File: src/rtl/core/swm_pkg.sv
`timescale 1ns / 1ps

package swm_pkg;

  // width of the window size register
  localparam int unsigned CFG_W = 7;

  // per-cycle control broadcast from the top level to every cell
  typedef struct packed {
    logic step;   // a sample request is taken this cycle
    logic shift;  // every cell takes its contents from the next cell
    logic clear;  // start of a new stream: stored candidates are void
  } swm_ctrl_t;

endpackage

File: src/rtl/core/swm_cell.sv
`timescale 1ns / 1ps

module swm_cell #(
  parameter int unsigned SAMPLE_WIDTH = 16,
  parameter int unsigned AGE_W        = 7
) (
  input  logic                           clk,
  input  logic                           rst_n,
  input  swm_pkg::swm_ctrl_t             ctrl_i,
  input  logic signed [SAMPLE_WIDTH-1:0] sample_i,
  // keep flag of the cell in front
  input  logic                           keep_prev_i,
  // contents of the cell behind
  input  logic                           nb_valid_i,
  input  logic                           nb_keep_i,
  input  logic                           nb_slot_i,
  input  logic signed [SAMPLE_WIDTH-1:0] nb_value_i,
  input  logic [AGE_W-1:0]               nb_age_i,
  // own contents and flags
  output logic                           valid_o,
  output logic                           keep_o,
  output logic                           slot_o,
  output logic signed [SAMPLE_WIDTH-1:0] value_o,
  output logic [AGE_W-1:0]               age_o,
  output logic signed [SAMPLE_WIDTH-1:0] value_nxt_o
);

  logic                           valid_r, valid_nxt;
  logic signed [SAMPLE_WIDTH-1:0] value_r, value_nxt;
  logic [AGE_W-1:0]               age_r, age_nxt;

  logic                           src_valid, src_keep, src_slot;
  logic signed [SAMPLE_WIDTH-1:0] src_value;
  logic [AGE_W-1:0]               src_age;

  // survives the back eviction: strictly smaller candidates go
  assign keep_o  = valid_r & ~ctrl_i.clear & ~(sample_i > value_r);
  // first cell past the survivors takes the new sample
  assign slot_o  = keep_prev_i & ~keep_o;
  assign valid_o = valid_r;
  assign value_o = value_r;
  assign age_o   = age_r;

  always_comb begin
    if (ctrl_i.shift) begin
      src_valid = nb_valid_i;
      src_keep  = nb_keep_i;
      src_slot  = nb_slot_i;
      src_value = nb_value_i;
      src_age   = nb_age_i;
    end else begin
      src_valid = valid_r;
      src_keep  = keep_o;
      src_slot  = slot_o;
      src_value = value_r;
      src_age   = age_r;
    end

    valid_nxt = valid_r;
    value_nxt = value_r;
    age_nxt   = age_r;
    if (ctrl_i.step) begin
      if (src_keep) begin
        valid_nxt = 1'b1;
        value_nxt = src_value;
        age_nxt   = src_age + AGE_W'(1);
      end else if (src_slot) begin
        valid_nxt = 1'b1;
        value_nxt = sample_i;
        age_nxt   = '0;
      end else begin
        valid_nxt = 1'b0;
      end
    end else if (ctrl_i.shift) begin
      // purge move: plain copy, no aging
      valid_nxt = src_valid;
      value_nxt = src_value;
      age_nxt   = src_age;
    end
  end

  assign value_nxt_o = value_nxt;

  always_ff @(posedge clk) begin
    if (!rst_n) begin
      valid_r <= 1'b0;
    end else begin
      valid_r <= valid_nxt;
    end
  end

  always_ff @(posedge clk) begin
    value_r <= value_nxt;
    age_r   <= age_nxt;
  end

endmodule

File: config.mk
export PLATFORM = sky130hd
export DESIGN_NAME = swm_cell
export DESIGN_NICKNAME = d
export VERILOG_FILES = /design/src/rtl/core/swm_pkg.sv /design/src/rtl/core/swm_cell.sv
export SDC_FILE = /design/constraint.sdc
export NUM_CORES = 1
export LEC_CHECK = 0
export ABC_AREA = 1
export ABC_CLOCK_PERIOD_IN_PS = 3200
export BUFFER_PORTS_ARGS = -buffer_cell sky130_fd_sc_hd__buf_4
export CORE_UTILIZATION = 40
export DETAILED_ROUTE_END_ITERATION = 8
export PLACE_DENSITY = 0.67
export SLEW_MARGIN = 0
export SYNTH_ARGS = -nofsm -noshare
export SYNTH_HDL_FRONTEND = slang
export SYNTH_SLANG_ARGS = --single-unit
File: constraint.sdc
create_clock -name clk -period 3.2 [get_ports clk]
set_input_delay 0.64 -clock clk [delete_from_list [all_inputs] [get_ports clk]]
set_output_delay 0.64 -clock clk [all_outputs]
set_load 0.05 [all_outputs]
==> metrics.txt <==
status=finished with violations; failing checks=setup timing; area grow syn2layout=68.2%; drt via density=5.00; crit-path max FO=8; Power Total=1470 uW; Top FF cell, synth=dfxtp_1; layout cells sized above 1=0.543; pin count of the biggest net entering global routing=25; CP endpoint kind=primary output; Worst-path clk slew=0.09 ns; CTS sink count=24; synthesized flop and latch total=24; Ys Warns=0; critical path type=in -> out; nets=440; final worst-path cycle share=1.02; Ports=90; largest area contributor in the netlist=dfxtp_1; P per Cell Area=445 nW/um2; Worst EP arrival=2.63 ns; vias in the first global route=1957; # port buffers=89; die area=5200 um2; number of stages on the worst hold path=2; Cells after Synth=270; die width=72.1 um; reg2reg start=value_o[15]$_DFF_P_; # DRC=0; leakage=0.00157 uW; gr ovfl total=0; via count=2207; initial DRC count=88; hold wc startpoint=valid_o$_SDFFE_PN0P_; crit path launch type=primary input; initial antenna violation count=0; H-tree depth=1; number of fill cells in the layout=400; fmax=0.306 GHz; clk_skew=0.00224 ns; Avg Synthesized Cell Area=7.29 um2; gr usage total=0.203; diode count=0; TritonRoute pass-1 iters=6; latest clock arrival within the worst-skew pair=0.27 ns; RSZ-0062 raised after global routing=true; # setup viols final=15; Final Util=0.701; Final min period=3.27 ns; async set-reset flop share out of synthesis=0; Yosys top cell area share=0.173; initial core utilization=0.417; CTS Root Cell=clkbuf_8; r2r endpoint=age_o[2]$_DFFE_PP_; max cap viols=0; hold_ws=0.505 ns; R2R Setup Slk=0.62 ns; Total Wirelength=6.07 mm; Die H=72.1 um; Max Transition Viols Final=0; r2r worst-path depth=17; wire per inst=13.8 um; Crit path required time=2.56 ns; CTS tree=built; cts-stage hold buffer count=0; register area=563 um2; Final Cell Area=3310 um2; first-pass GRT wire length=8.53 mm; placed cells=426; Hold Crit Class=reg -> reg; post-DP HPWL=4.10 mm; DP Area=2780 um2; Worst VDD drop=0.297 mV; most common cell in the netlist=nand2_1; EDFF count, synth=7; top cells by count, synth=49 x nand2_1, 43 x inv_1, 24 x o21ai_1; WHS Endpoint=valid_o$_SDFFE_PN0P_; Synth Net Count=335; Slew Limit Headroom=0.739; Post-DRT Antenna Nets=0; synthesized cell area=1970 um2; setup ws final=-0.0733 ns; sequential area share after synthesis=0.280; cell row count=25; Fin. Hold Viols=0; RD Place Congestion=0.745; Clock Path Buffers=2; area of the core=4720 um2; worst-margin pin slew=0.391 ns; Num CTS Buffers=3; final std cells w/o fill=441; Yosys cell types=32; ranking of synthesized cells by area=dfxtp_1 17%, ha_1 11%, edfxtp_1 11%; area of the multi-input gates=1490 um2
-- logic make-up (layout without fill, tap and decap cells) --
| group | after synthesis | after routing | synth area share |
|---|---|---|---|
| and+or+nand+nor | 90 | 90 | 0.235 |
| AOI/OAI and AO/OA | 79 | 79 | 0.231 |
| buffers and inverters | 57 | 161 | 0.132 |
| DFF | 24 | 24 | 0.280 |
| adders and majority gates | 17 | 17 | 0.108 |
| muxes | 2 | 2 | 0.0102 |
| xor gates and xnor gates | 1 | 1 | 0.00445 |
-- layout make-up --
| cell class | count | share of cell area |
|---|---|---|
| inverters | 45 | 0.0525 |
| flip-flops and latches | 24 | 0.170 |
| multi-input cells | 189 | 0.450 |
| clock buffers | 4 | 0.0136 |
| well taps | 67 | 0.0253 |
| repair buffers | 112 | 0.288 |
-- repair_timing --
action                     in CTS  in global routing
pin swaps                       1                 42
gates resized for setup        20                 71
setup endpoints to repair      16                 16
setup buffers                   0                 11
-- per-layer routing --
metal,wire length (um),track usage,vias to the layer above
met5,0,0,-
met4,0,0.0392,0
met3,431,0.0361,0
met2,3040,0.348,76
met1,2590,0.269,1023
li1,-,-,1108
-- power by group --
group          internal, uW  switching (uW)
logic                   332             551
clock network          89.2             106
registers               365            31.6
total                   785             688
-- critical path, cell delays in order --
cell     delay, ns
buf_4         0.13
ha_4          0.25
nand2_2       0.04
inv_2         0.05
nand3_2       0.07
nor2_4        0.14
nand3_2       0.09
nor2_2        0.12
a21oi_2       0.04
nand2_2       0.10
nand2_2       0.08
nand2_4       0.11
nand2_8       0.07
nand2_8       0.11
buf_8         0.15
o21ai_1       0.09
o21ai_2       0.17
buf_6         0.18
-- through the flow --
stage / worst slack (ns) / TNS, ns
floorplan: -0.173 / -0.173
global placement: -0.0262 / -0.0588
detailed placement: -0.0662 / -0.313
CTS: -0.00520 / -0.00679
global route: -0.209 / -2.78
finish: -0.0733 / -0.567
-- placed cells by master, fill, tap and decap left out, types with 4 or more instances in the layout --
| master | instances |
|---|---|
| a21oi_1 | 21 |
| buf_4 | 85 |
| buf_6 | 24 |
| dfxtp_1 | 7 |
| dfxtp_2 | 10 |
| edfxtp_1 | 7 |
| ha_4 | 13 |
| inv_1 | 42 |
| nand2_1 | 42 |
| nand2_2 | 9 |
| nand3_1 | 6 |
| nand3_2 | 4 |
| nor2_1 | 8 |
| o211ai_1 | 14 |
| o21ai_0 | 7 |
| o21ai_1 | 5 |
| o21ai_2 | 24 |
| or2_2 | 7 |
-- registers in the layout, summed over array words and instances, names as in the netlist --
| register | count |
|---|---|
| age_o | 7 |
| valid_o | 1 |
| value_o | 16 |
-- how the worst max path moves through the flow --
stage                            endpoint                from  cells after the start  slack [ns]
after floorplan           value_nxt_o[15]  value_o[5]$_DFF_P_                     15       -0.17
after global placement    value_nxt_o[15]         sample_i[5]                     17       -0.03
after detailed placement  value_nxt_o[15]         sample_i[7]                     17       -0.07
after CTS                  value_nxt_o[5]         sample_i[5]                     17      -0.005
after global routing       value_nxt_o[0]  value_o[6]$_DFF_P_                     16       -0.21
final                      value_nxt_o[0]        sample_i[10]                     18       -0.07
Note: power is estimated with default switching activity, not from simulation.
